`src/hdl/vdvs_pkg.sv`:
```
`timescale 1ns / 1ps
// ----------------------------------------------------------------------------
// vdvs_pkg
// Shared types and constants of the vortex direct velocity sum unit.
// ----------------------------------------------------------------------------
package vdvs_pkg;

    localparam int COORD_BITS     = 32;
    localparam int CFG_INDEX_BITS = 2;
    localparam int CFG_DATA_BITS  = 32;
    localparam int DIFF_BITS      = 33;
    localparam int PROD_BITS      = 64;
    localparam int DSQ_BITS       = 65;
    localparam int QUO_BITS       = 48;
    localparam int QS_BITS        = 49;
    localparam int DIV_CNT_BITS   = 6;

    localparam logic [CFG_INDEX_BITS-1:0] CFG_TARGET_X    = 2'd0;
    localparam logic [CFG_INDEX_BITS-1:0] CFG_TARGET_Y    = 2'd1;
    localparam logic [CFG_INDEX_BITS-1:0] CFG_MIN_DIST_SQ = 2'd2;

    localparam logic [COORD_BITS-1:0] VEL_MAX = 32'h7FFF_FFFF;
    localparam logic [COORD_BITS-1:0] VEL_MIN = 32'h8000_0000;

    typedef enum logic [10:0] {
        ST_IDLE     = 11'b000_0000_0001,
        ST_MAG      = 11'b000_0000_0010,
        ST_SQ_X     = 11'b000_0000_0100,
        ST_SQ_Y     = 11'b000_0000_1000,
        ST_SUM      = 11'b000_0001_0000,
        ST_CHECK    = 11'b000_0010_0000,
        ST_TERM     = 11'b000_0100_0000,
        ST_DIV_LOAD = 11'b000_1000_0000,
        ST_DIV      = 11'b001_0000_0000,
        ST_SIGN     = 11'b010_0000_0000,
        ST_ACC      = 11'b100_0000_0000
    } state_t;

endpackage

```
`src/hdl/vdvs_if.sv`:
```
`timescale 1ns / 1ps
// ----------------------------------------------------------------------------
// vdvs_if
// Valid/ready channels of the vortex direct velocity sum unit.
// ----------------------------------------------------------------------------
interface vdvs_particle_if import vdvs_pkg::*; ();
    logic                  valid;
    logic                  ready;
    logic [COORD_BITS-1:0] source_x;
    logic [COORD_BITS-1:0] source_y;
    logic [COORD_BITS-1:0] strength;
    logic                  last_source;

    modport source (output valid, source_x, source_y, strength, last_source, input ready);
    modport sink   (input valid, source_x, source_y, strength, last_source, output ready);
endinterface

interface vdvs_result_if import vdvs_pkg::*; ();
    logic                  valid;
    logic                  ready;
    logic [COORD_BITS-1:0] vel_u;
    logic [COORD_BITS-1:0] vel_v;
    logic                  saturated;

    modport source (output valid, vel_u, vel_v, saturated, input ready);
    modport sink   (input valid, vel_u, vel_v, saturated, output ready);
endinterface

```
`src/hdl/vortex_direct_velocity_sum_unit.sv`:
```
`timescale 1ns / 1ps
// ----------------------------------------------------------------------------
// vortex_direct_velocity_sum_unit
// Direct 2-D Biot-Savart velocity sum of source particles at one target point.
// ----------------------------------------------------------------------------
// One particle transaction at a time. A particle within the minimum distance
// ends after difference, magnitude and distance squared; otherwise two terms
// follow, each a multiply, a 48-step radix-2 divide (one 67-bit subtract per
// cycle), sign and accumulate. Squares and term products share one 32x32
// multiplier. The particle marked last leaves its result in an output register
// and clears the sums; the next particle is taken while that result waits, and
// a further last particle waits until the pending result is taken.
// Configuration is to be written only while idle; the block does not enforce it.
module vortex_direct_velocity_sum_unit import vdvs_pkg::*;
#(
    parameter int ACC_BITS = 48
)
(
    input  logic                      clk,
    input  logic                      rst_n,
    vdvs_particle_if.sink             particle,
    vdvs_result_if.source             result,
    input  logic                      cfg_wr_en,
    input  logic [CFG_INDEX_BITS-1:0] cfg_index,
    input  logic [CFG_DATA_BITS-1:0]  cfg_wdata
);

    localparam int EXT_BITS = ((ACC_BITS > QS_BITS) ? ACC_BITS : QS_BITS) + 1;
    localparam logic signed [EXT_BITS-1:0] ACC_MAX =
        {{(EXT_BITS-ACC_BITS+1){1'b0}}, {(ACC_BITS-1){1'b1}}};
    localparam logic signed [EXT_BITS-1:0] ACC_MIN =
        {{(EXT_BITS-ACC_BITS+1){1'b1}}, {(ACC_BITS-1){1'b0}}};

    state_t state_reg, state_next;

    logic [COORD_BITS-1:0]   target_x_reg, target_y_reg, min_dist_sq_reg;
    logic [ACC_BITS-1:0]     sum_u_reg, sum_v_reg;

    logic [DIFF_BITS-1:0]    dx_reg, dy_reg;
    logic [COORD_BITS-1:0]   w_reg;
    logic                    last_reg;
    logic [COORD_BITS-1:0]   ax_reg, ay_reg, aw_reg;
    logic                    term_reg;
    logic [PROD_BITS-1:0]    prod_reg;
    logic [DSQ_BITS-1:0]     dsq_reg;
    logic [DSQ_BITS-1:0]     rem_reg;
    logic [QUO_BITS-1:0]     quo_reg;
    logic [DIV_CNT_BITS-1:0] cnt_reg;
    logic [QS_BITS-1:0]      qs_reg;

    logic                    out_valid_reg;
    logic [COORD_BITS-1:0]   vel_u_reg, vel_v_reg;
    logic                    saturated_reg;

    logic                    accept;
    logic [DIFF_BITS-1:0]    dx_abs, dy_abs, w_abs;
    logic [COORD_BITS-1:0]   mul_a, mul_b;
    logic [PROD_BITS-1:0]    mul_p;
    logic [DSQ_BITS:0]       div_shift;
    logic [DSQ_BITS+1:0]     div_diff;
    logic                    div_borrow;
    logic                    far;
    logic                    term_neg;
    logic [ACC_BITS-1:0]     sum_sel;
    logic signed [EXT_BITS-1:0] acc_total;
    logic [ACC_BITS-1:0]     acc_sat;
    logic [ACC_BITS-1:0]     sum_v_fin;
    logic                    emit_ok;
    logic                    clip_u, clip_v;
    logic [COORD_BITS-1:0]   sat_u, sat_v;

    assign accept         = particle.valid && particle.ready;
    assign particle.ready = (state_reg == ST_IDLE);

    assign result.valid     = out_valid_reg;
    assign result.vel_u     = vel_u_reg;
    assign result.vel_v     = vel_v_reg;
    assign result.saturated = saturated_reg;

    assign dx_abs = dx_reg[DIFF_BITS-1] ? (DIFF_BITS'(0) - dx_reg) : dx_reg;
    assign dy_abs = dy_reg[DIFF_BITS-1] ? (DIFF_BITS'(0) - dy_reg) : dy_reg;
    assign w_abs  = w_reg[COORD_BITS-1] ? (DIFF_BITS'(0) - {1'b1, w_reg}) : {1'b0, w_reg};

    // Shared multiplier operand select
    always_comb
    begin
        mul_a = '0;
        mul_b = '0;
        unique case (state_reg)
            ST_SQ_X:
            begin
                mul_a = ax_reg;
                mul_b = ax_reg;
            end
            ST_SQ_Y:
            begin
                mul_a = ay_reg;
                mul_b = ay_reg;
            end
            ST_TERM:
            begin
                mul_a = term_reg ? ax_reg : ay_reg;
                mul_b = aw_reg;
            end
            default:
            begin
                mul_a = '0;
                mul_b = '0;
            end
        endcase
    end

    assign mul_p = mul_a * mul_b;

    // Restoring divide step
    assign div_shift  = {rem_reg, quo_reg[QUO_BITS-1]};
    assign div_diff   = {1'b0, div_shift} - {2'b00, dsq_reg};
    assign div_borrow = div_diff[DSQ_BITS+1];

    assign far = dsq_reg[DSQ_BITS-1] ||
                 (dsq_reg[PROD_BITS-1:0] > {{(PROD_BITS-COORD_BITS){1'b0}}, min_dist_sq_reg});

    // u term carries an extra negation
    assign term_neg = (term_reg ? dx_reg[DIFF_BITS-1] : dy_reg[DIFF_BITS-1])
                      ^ w_reg[COORD_BITS-1] ^ ~term_reg;

    assign sum_sel   = term_reg ? sum_v_reg : sum_u_reg;
    assign acc_total = $signed({{(EXT_BITS-ACC_BITS){sum_sel[ACC_BITS-1]}}, sum_sel})
                     + $signed({{(EXT_BITS-QS_BITS){qs_reg[QS_BITS-1]}}, qs_reg});

    always_comb
    begin
        if (acc_total > ACC_MAX)
            acc_sat = ACC_MAX[ACC_BITS-1:0];
        else if (acc_total < ACC_MIN)
            acc_sat = ACC_MIN[ACC_BITS-1:0];
        else
            acc_sat = acc_total[ACC_BITS-1:0];
    end

    // v sum including the term being accumulated this cycle
    assign sum_v_fin = ((state_reg == ST_ACC) && term_reg) ? acc_sat : sum_v_reg;

    // Output clip to 32 bits
    assign clip_u = (sum_u_reg[ACC_BITS-1:COORD_BITS-1] != {(ACC_BITS-COORD_BITS+1){1'b0}}) &&
                    (sum_u_reg[ACC_BITS-1:COORD_BITS-1] != {(ACC_BITS-COORD_BITS+1){1'b1}});
    assign clip_v = (sum_v_fin[ACC_BITS-1:COORD_BITS-1] != {(ACC_BITS-COORD_BITS+1){1'b0}}) &&
                    (sum_v_fin[ACC_BITS-1:COORD_BITS-1] != {(ACC_BITS-COORD_BITS+1){1'b1}});
    assign sat_u  = clip_u ? (sum_u_reg[ACC_BITS-1] ? VEL_MIN : VEL_MAX)
                           : sum_u_reg[COORD_BITS-1:0];
    assign sat_v  = clip_v ? (sum_v_fin[ACC_BITS-1] ? VEL_MIN : VEL_MAX)
                           : sum_v_fin[COORD_BITS-1:0];

    // Result handoff: a pending result must be taken first
    assign emit_ok = !out_valid_reg || result.ready;

    // Sequencer
    always_comb
    begin
        state_next = state_reg;
        unique case (state_reg)
            ST_IDLE:
            begin
                if (accept)
                    state_next = ST_MAG;
            end
            ST_MAG:      state_next = ST_SQ_X;
            ST_SQ_X:     state_next = ST_SQ_Y;
            ST_SQ_Y:     state_next = ST_SUM;
            ST_SUM:      state_next = ST_CHECK;
            ST_CHECK:
            begin
                if (far)
                    state_next = ST_TERM;
                else if (!last_reg || emit_ok)
                    state_next = ST_IDLE;
            end
            ST_TERM:     state_next = ST_DIV_LOAD;
            ST_DIV_LOAD: state_next = ST_DIV;
            ST_DIV:
            begin
                if (cnt_reg == '0)
                    state_next = ST_SIGN;
            end
            ST_SIGN:     state_next = ST_ACC;
            ST_ACC:
            begin
                if (!term_reg)
                    state_next = ST_TERM;
                else if (!last_reg || emit_ok)
                    state_next = ST_IDLE;
            end
            default:     state_next = ST_IDLE;
        endcase
    end

    logic finish;
    assign finish = ((state_reg == ST_CHECK) && !far) ||
                    ((state_reg == ST_ACC) && term_reg);

    // Control, configuration and accumulators
    always_ff @(posedge clk or negedge rst_n)
    begin
        if (!rst_n)
        begin
            state_reg       <= ST_IDLE;
            target_x_reg    <= '0;
            target_y_reg    <= '0;
            min_dist_sq_reg <= 32'd1;
            sum_u_reg       <= '0;
            sum_v_reg       <= '0;
            out_valid_reg   <= 1'b0;
        end
        else
        begin
            state_reg <= state_next;

            if (cfg_wr_en)
            begin
                unique case (cfg_index)
                    CFG_TARGET_X:    target_x_reg    <= cfg_wdata;
                    CFG_TARGET_Y:    target_y_reg    <= cfg_wdata;
                    CFG_MIN_DIST_SQ: min_dist_sq_reg <= cfg_wdata;
                    default:         ;
                endcase
            end

            if (finish && last_reg && emit_ok && (state_next == ST_IDLE))
            begin
                out_valid_reg <= 1'b1;
                sum_u_reg     <= '0;
                sum_v_reg     <= '0;
            end
            else
            begin
                if (result.ready)
                    out_valid_reg <= 1'b0;

                if ((state_reg == ST_ACC) && !(term_reg && last_reg && !emit_ok))
                begin
                    if (term_reg)
                        sum_v_reg <= acc_sat;
                    else
                        sum_u_reg <= acc_sat;
                end
            end
        end
    end

    // Result register load
    always_ff @(posedge clk)
    begin
        if (finish && last_reg && emit_ok && (state_next == ST_IDLE))
        begin
            vel_u_reg     <= sat_u;
            vel_v_reg     <= sat_v;
            saturated_reg <= clip_u || clip_v;
        end
    end

    // Datapath
    always_ff @(posedge clk)
    begin
        unique case (state_reg)
            ST_IDLE:
            begin
                if (accept)
                begin
                    dx_reg   <= {target_x_reg[COORD_BITS-1], target_x_reg}
                              - {particle.source_x[COORD_BITS-1], particle.source_x};
                    dy_reg   <= {target_y_reg[COORD_BITS-1], target_y_reg}
                              - {particle.source_y[COORD_BITS-1], particle.source_y};
                    w_reg    <= particle.strength;
                    last_reg <= particle.last_source;
                    term_reg <= 1'b0;
                end
            end
            ST_MAG:
            begin
                ax_reg <= dx_abs[COORD_BITS-1:0];
                ay_reg <= dy_abs[COORD_BITS-1:0];
                aw_reg <= w_abs[COORD_BITS-1:0];
            end
            ST_SQ_X:
            begin
                prod_reg <= mul_p;
            end
            ST_SQ_Y:
            begin
                prod_reg <= mul_p;
                dsq_reg  <= {1'b0, prod_reg};
            end
            ST_SUM:
            begin
                dsq_reg <= dsq_reg + {1'b0, prod_reg};
            end
            ST_TERM:
            begin
                prod_reg <= mul_p;
            end
            ST_DIV_LOAD:
            begin
                rem_reg <= {{(DSQ_BITS-31){1'b0}}, prod_reg[62:32]};
                quo_reg <= {prod_reg[31:0], 16'h0000};
                cnt_reg <= DIV_CNT_BITS'(QUO_BITS - 1);
            end
            ST_DIV:
            begin
                rem_reg <= div_borrow ? div_shift[DSQ_BITS-1:0] : div_diff[DSQ_BITS-1:0];
                quo_reg <= {quo_reg[QUO_BITS-2:0], ~div_borrow};
                cnt_reg <= cnt_reg - 1'b1;
            end
            ST_SIGN:
            begin
                qs_reg <= term_neg ? (QS_BITS'(0) - {1'b0, quo_reg}) : {1'b0, quo_reg};
            end
            ST_ACC:
            begin
                if (!term_reg)
                    term_reg <= 1'b1;
            end
            default:
            begin
            end
        endcase
    end

endmodule
```
`src/flat_wrapper.sv`:
```
// flat-port wrapper written by rule: the top's interface ports become plain ports
module vortex_direct_velocity_sum_unit_flat import vdvs_pkg::*;
#(
    parameter int ACC_BITS = 48
)
  (clk, rst_n, cfg_wr_en, cfg_index, cfg_wdata, particle_valid, particle_source_x, particle_source_y, particle_strength, particle_last_source, particle_ready, result_valid, result_vel_u, result_vel_v, result_saturated, result_ready);
  vdvs_particle_if particle_i ();
  vdvs_result_if result_i ();
  input  logic clk;
  input  logic rst_n;
  input  logic cfg_wr_en;
  input  logic [CFG_INDEX_BITS-1:0] cfg_index;
  input  logic [CFG_DATA_BITS-1:0] cfg_wdata;
  input wire logic [$bits(particle_i.valid)-1:0] particle_valid;
  input wire logic [$bits(particle_i.source_x)-1:0] particle_source_x;
  input wire logic [$bits(particle_i.source_y)-1:0] particle_source_y;
  input wire logic [$bits(particle_i.strength)-1:0] particle_strength;
  input wire logic [$bits(particle_i.last_source)-1:0] particle_last_source;
  output wire logic [$bits(particle_i.ready)-1:0] particle_ready;
  output wire logic [$bits(result_i.valid)-1:0] result_valid;
  output wire logic [$bits(result_i.vel_u)-1:0] result_vel_u;
  output wire logic [$bits(result_i.vel_v)-1:0] result_vel_v;
  output wire logic [$bits(result_i.saturated)-1:0] result_saturated;
  input wire logic [$bits(result_i.ready)-1:0] result_ready;
  assign particle_i.valid = particle_valid;
  assign particle_i.source_x = particle_source_x;
  assign particle_i.source_y = particle_source_y;
  assign particle_i.strength = particle_strength;
  assign particle_i.last_source = particle_last_source;
  assign particle_ready = particle_i.ready;
  assign result_valid = result_i.valid;
  assign result_vel_u = result_i.vel_u;
  assign result_vel_v = result_i.vel_v;
  assign result_saturated = result_i.saturated;
  assign result_i.ready = result_ready;
  vortex_direct_velocity_sum_unit #(.ACC_BITS(ACC_BITS)) u_core (.clk(clk), .rst_n(rst_n), .particle(particle_i), .result(result_i), .cfg_wr_en(cfg_wr_en), .cfg_index(cfg_index), .cfg_wdata(cfg_wdata));
endmodule
```
`config.mk`:
```
export PLATFORM = sky130hd
export DESIGN_NAME = vortex_direct_velocity_sum_unit_flat
export DESIGN_NICKNAME = d
export VERILOG_FILES = /design/src/hdl/vdvs_pkg.sv /design/src/hdl/vdvs_if.sv /design/src/hdl/vortex_direct_velocity_sum_unit.sv /design/src/flat_wrapper.sv
export SDC_FILE = /design/constraint.sdc
export NUM_CORES = 2
export LEC_CHECK = 0
export BUFFER_PORTS_ARGS = -buffer_cell sky130_fd_sc_hd__buf_2
export CORE_ASPECT_RATIO = 1.5
export CORE_UTILIZATION = 55
export CTS_CLUSTER_SIZE = 30
export DETAILED_ROUTE_END_ITERATION = 16
export PLACE_DENSITY_LB_ADDON = 0.3
export SLEW_MARGIN = 0
export SYNTH_ARGS = -nofsm -noshare
export SYNTH_HDL_FRONTEND = slang
export SYNTH_SLANG_ARGS = --single-unit
```
`constraint.sdc`:
```
create_clock -name clk -period 12.95 [get_ports clk]
set_input_delay 1.295 -clock clk [delete_from_list [all_inputs] [get_ports clk]]
set_output_delay 1.295 -clock clk [all_outputs]
set_load 0.02 [all_outputs]
```
* Word level (Yosys, flattened, before mapping)
Cells that the tools add are included.
W data, S select, Z words.
** Word-level totals
- Flip-flop bits (word level) :: 762
- Input bits :: 136
- Output and inout port bits :: 67
- Logic and storage cells :: 138
** Cells by class
- $add $sub $neg :: 10
- Multipliers :: 1
- Magnitude comparators :: 3
- Equal/unequal tests :: 18
- Muxes and demuxes :: 37
- Bitwise logic cells :: 4
- Reduce and logical (&&, ||, !) cells :: 39
** Operators by type and width (number)
- $mux W48 :: 11
- $pmux W65 S2 :: 2
- $mux W32 :: 7
- $pmux W32 S3 :: 2
- $pmux W11 S11 :: 1
- $pmux W48 S2 :: 1
- $sub A1 B32 Y32 const A :: 3
- $sub A66 B65 Y67 :: 1
- $sub A32 B32 Y33 :: 2
- $add A65 B64 Y65 :: 1
- $mux W65 :: 1
- $gt A64 B32 Y1 :: 1
- $mul A32 B32 Y64 :: 1
- $mux W11 :: 5
- $add A48 B49 Y50 :: 1
- $gt A50 B48 Y1 const B :: 1
- $lt A50 B48 Y1 const B :: 1
- $sub A1 B48 Y49 const A :: 1
- $ne A17 B17 Y1 const B :: 2
- $reduce_bool A17 Y1 :: 2
- $mux W31 :: 1
- $eq A11 B1 Y1 const B :: 2
- $reduce_and A2 Y1 :: 7
- $pmux W6 S2 :: 1
- 25 further kinds :: 54

* Longest topological paths before layout
- Word-level depth :: 10
- Gate-level depth with buffers :: 42
- Mapped depth without buffers :: 37

* Least setup slack after synthesis
No wires, ideal clock.
- Path type :: reg-to-reg
- Start :: reg u_core.state_reg[4]
- End :: reg u_core.aw_reg[0] (enable)
- Setup time :: 820 ps
- Arrival time :: 11068 ps
- Required time :: 12130 ps
- Slack :: 1062 ps
- Cell stages (with the launch flop) :: 5
- Cells stage by stage :: dfrtp_1 nor4_1 nand2_1 or3_1 nor4b_1
** Between the ends
- Word-level cells in the longest chain between the ends :: 1
** Ends and longest elaborated chain
- start, declared :: RTL line vortex_direct_velocity_sum_unit.sv:34 : state_t state_reg, state_next;
- start signal, assigned :: RTL line vortex_direct_velocity_sum_unit.sv:216 : state_reg <= state_next;
- $eq A11 B2 Y1 :: RTL line vortex_direct_velocity_sum_unit.sv:264 : unique case (state_reg)
- end signal, assigned :: RTL line vortex_direct_velocity_sum_unit.sv:282 : aw_reg <= w_abs[COORD_BITS-1:0];
- end, declared :: RTL line vortex_direct_velocity_sum_unit.sv:42 : logic [COORD_BITS-1:0] ax_reg, ay_reg, aw_reg;
Every way passes these cells.
A chain may end at the register's enable or synchronous reset.

* Worst setup path in the final report
- Start :: reg u_core.state_reg[5]
- End :: reg u_core.prod_reg[63], data pin
** Between the ends
- Word-level cells in the longest chain between the ends :: 3
- Elaborated cells on any way between the ends :: 6
- Classes of those cells :: mul (1); eq/ne (3); mux (2)
** Ends and longest elaborated chain
- $eq A11 B7 Y1, or another cell as far along :: RTL line vortex_direct_velocity_sum_unit.sv:89 : unique case (state_reg)
- $pmux W32 S3 :: RTL line vortex_direct_velocity_sum_unit.sv:89
- $mul A32 B32 Y64 * :: RTL line vortex_direct_velocity_sum_unit.sv:113 : assign mul_p = mul_a * mul_b;
- via u_core.mul_p[63] :: RTL line vortex_direct_velocity_sum_unit.sv:58 : logic [PROD_BITS-1:0] mul_p;
- end signal, assigned :: RTL line vortex_direct_velocity_sum_unit.sv:286 : prod_reg <= mul_p;
- end signal, assigned :: RTL line vortex_direct_velocity_sum_unit.sv:290 : prod_reg <= mul_p;
- end signal, assigned :: RTL line vortex_direct_velocity_sum_unit.sv:299 : prod_reg <= mul_p;
- end, declared :: RTL line vortex_direct_velocity_sum_unit.sv:44 : logic [PROD_BITS-1:0] prod_reg;
Mark *: on every way through the listed nets, which the timed path passes. The rest lies on a longest branch.

==> results.yml <==
detailed_routing:
  vias: 61830
  wl_met3_mm: 22.05
  ant_nets: 0
  drc: 0
  wire_per_inst_um: 25.37
  vias_per_cell: 6.042
  routed.top_layer: "met5"
  wl_met2_mm: 125.0
  drtIter0Drc: 5251
  firstDrtPassIters: 7
  drt-met1-wl_mm: 85.14
  wirelength_mm: 259.7
clock_tree:
  insertion_delay_ns: 0.73
  numCtsBuffers: 80
  cts_resized: 0
  post_cts_buffers: 0
  clockBufferDepth: 3
  clkSinkCount: 762
  cts-root-buf: "clkbuf_16"
  clkTransAtPathRegs_ns: 0.07
  cts_tree: "built"
  cts_hold_buf: 0
  htreeDepth: 3
layout:
  layout_commonest_cell: "inv_1"
  drive_gt1_frac: 0.08499
  fin_nets: 9855
  stdcell_count: 10230
  postLayoutCellArea_um2: 84160
  utilization: 0.5950
  seqCellArea_um2: 21860
  syn2layout_area_growth_pct: 7.390
  layout_common_cells: "inv_1, nor2_1, fa_1"
  fillers: 12130
  multi_input_area_um2: 50720
pwr:
  p_total_mw: 8.153
  p_leak_nw: 38.08
  p_switching_mw: 2.887
  power.share.combinational: 0.293
  p_int_mw: 5.266
  power.share.switching: 0.3541
  power_density_nw_per_um2: 96.86
  seq_power_share: 0.398
  ir_worst_vdd_uv: 139.4
  pwr-share-clk: 0.309
yosys:
  synth_top_family_by_area: "adder cells"
  async_flop_share: 0.2677
  postSynth.topFlopCell: "edfxtp_1"
  synth-edff-count: 558
  synthXorXnorAreaFrac: 0.04614
  synth.area.top_cells: "fa_1, edfxtp_1, ha_1, dfrtp_1, inv_1"
  synthMuxAreaShare: 0.02800
  yosys.area_share.simple: 0.1326
  ys_types: 100
  ys_ff_latch: 762
  seq_area_frac_synth: 0.2790
  synth_top_cell_by_area: "fa_1"
  synth_cells: 8245
  avgSynthCellArea_um2: 9.505
  synth_top_area_frac: 0.2301
  yosysWarnings: 0
  synth.cell_area_um2: 78370
  synth-adder-area-share: 0.3168
  synth_compound_area_frac: 0.1219
  syn_nets: 9825
setup_path:
  slowest_stage: "a22o_1"
  startpoint_type: "flop"
  crit_fanout: 35
  slowest_delay_ns: 0.91
  crit_top_cell: "fa_1"
  r2r_start: "u_core.state_reg[5]$_DFF_PN0_"
  crit_arrival_ns: 12.81
  required_ns: 13.40
  critPathKind: "reg -> reg"
  critical_path.endpoint_type: "flop"
  critPathLaunch: "u_core.state_reg[5]$_DFF_PN0_"
sta:
  min_period_ns: 12.35
  fin_crit_sh: 0.9538
  drv_slew: 0
  setup_viol: 0
  clock.fmax_mhz: 80.96
  tns_ns: 0
  hold_violations: 0
  worst_pin_slew_ns: 1.289
  slew_headroom: 0.1385
  fin_worst_skew_ns: 0.05052
  rsz0062_at_grt: "false"
min_path:
  hold_start: "u_core.min_dist_sq_reg[24]$_DFFE_PN0P_"
  hp-class: "reg -> reg"
placement:
  place_area_um2: 81250
  dp_cells: 10070
  port_buffers: 202
  hpwl_mm: 202.6
  place_congestion: 1.015
floorplanning:
  die_h_um: 464.3
  rows: 169
  dieArea_um2: 144000
  pin_count: 203
  die_w_um: 310.2
  core-area_um2: 141500
  initial_core_util: 0.5540
grt:
  grt_antenna_before_repair: 10
  grt_pass1_vias: 64960
  grt_overflow: 0
  grt_max_degree: 95
  grt_pass1_wl_mm: 391.1
  grt_use_total: 0.3682
run:
  maxCapViolCount: 0
status:
  outcome: "finished clean"
==> path summary, 6_finish.rpt <==
path	endpoint	slack (ns)	cells after the start
max in group asynchronous	u_core.sum_v_reg[35]$_DFFE_PN0P_	10.14	3
worst min-delay path	u_core.min_dist_sq_reg[24]$_DFFE_PN0P_	0.51	1
worst min register to register	u_core.min_dist_sq_reg[24]$_DFFE_PN0P_	0.51	1
worst max register to register	u_core.prod_reg[63]$_DFFE_PP_	0.60	31
min in group asynchronous	u_core.target_y_reg[22]$_DFFE_PN0P_	0.64	1
worst max-delay path	u_core.prod_reg[63]$_DFFE_PP_	0.60	31
==> critical path, delay by kind of cell, from the launching register on <==
| kind | cells | cell delay (ns) |
|---|---|---|
| fa+ha+maj | 9 | 4.43 |
| compound gates | 8 | 3.81 |
| simple gates | 8 | 2.20 |
| buf+inv | 5 | 1.03 |
| flops | 1 | 0.47 |
| xor+xnor | 1 | 0.09 |
==> stage by stage <==
step	setup slack, ns	hold slack (ns)
global route	0.08672	0.5192
floorplan	1.062	0.4264
global placement	1.066	0.4834
finish	0.5988	0.5098
detailed placement	0.8351	0.4857
CTS	0.7696	0.5066
==> cell usage after synthesis (46+ instances only) <==
cell type,n
inv_1,1156
nor2_1,979
fa_1,901
nand2_1,890
edfxtp_1,558
ha_1,543
a21oi_1,428
o21ai_0,334
xnor2_1,297
clkbuf_1,266
dfrtp_1,202
a21o_1,187
mux2_2,146
xor2_1,114
buf_2,88
nand2b_1,71
nand3_1,69
nand4_1,61
nor3_1,61
a22oi_1,60
mux2i_1,55
and2_1,54
o31ai_1,49
o21bai_1,46
o2bb2ai_1,46
==> power by group through the flow <==
stage               sequential (mW)  clock, mW  combinational [mW]
floorplan                      3.19          0                1.61
global placement               3.27          0                2.28
detailed placement             3.28          0                2.32
CTS                            3.23       2.55                2.34
global route                   3.26       2.64                2.57
finish                         3.24       2.52                2.39
==> area by class of cell <==
class,instances,share of cell area
clock inverter,47,0.007374
inverter,1156,0.05156
timing repair buffer,328,0.02335
tap,1881,0.02796
multi-input combinational,5947,0.6027
clock buffer,102,0.02700
sequential,762,0.2598
antenna,10,0.0002973
==> routing by layer <==
| metal | up-vias | track usage |
|---|---|---|
| li1 | 27310 | - |
| met1 | 30630 | 0.3865 |
| met2 | 2857 | 0.6160 |
| met3 | 1017 | 0.08178 |
| met4 | 8 | 0.3263 |
| met5 | - | 0 |
==> logic make-up after synthesis <==
group | after synthesis
mux | 201
fa+ha+maj | 1444
buf+inv | 1536
compound gates | 1475
xor+xnor | 412
flops | 762
simple gates | 2415
(Power assumes the default switching activity.)
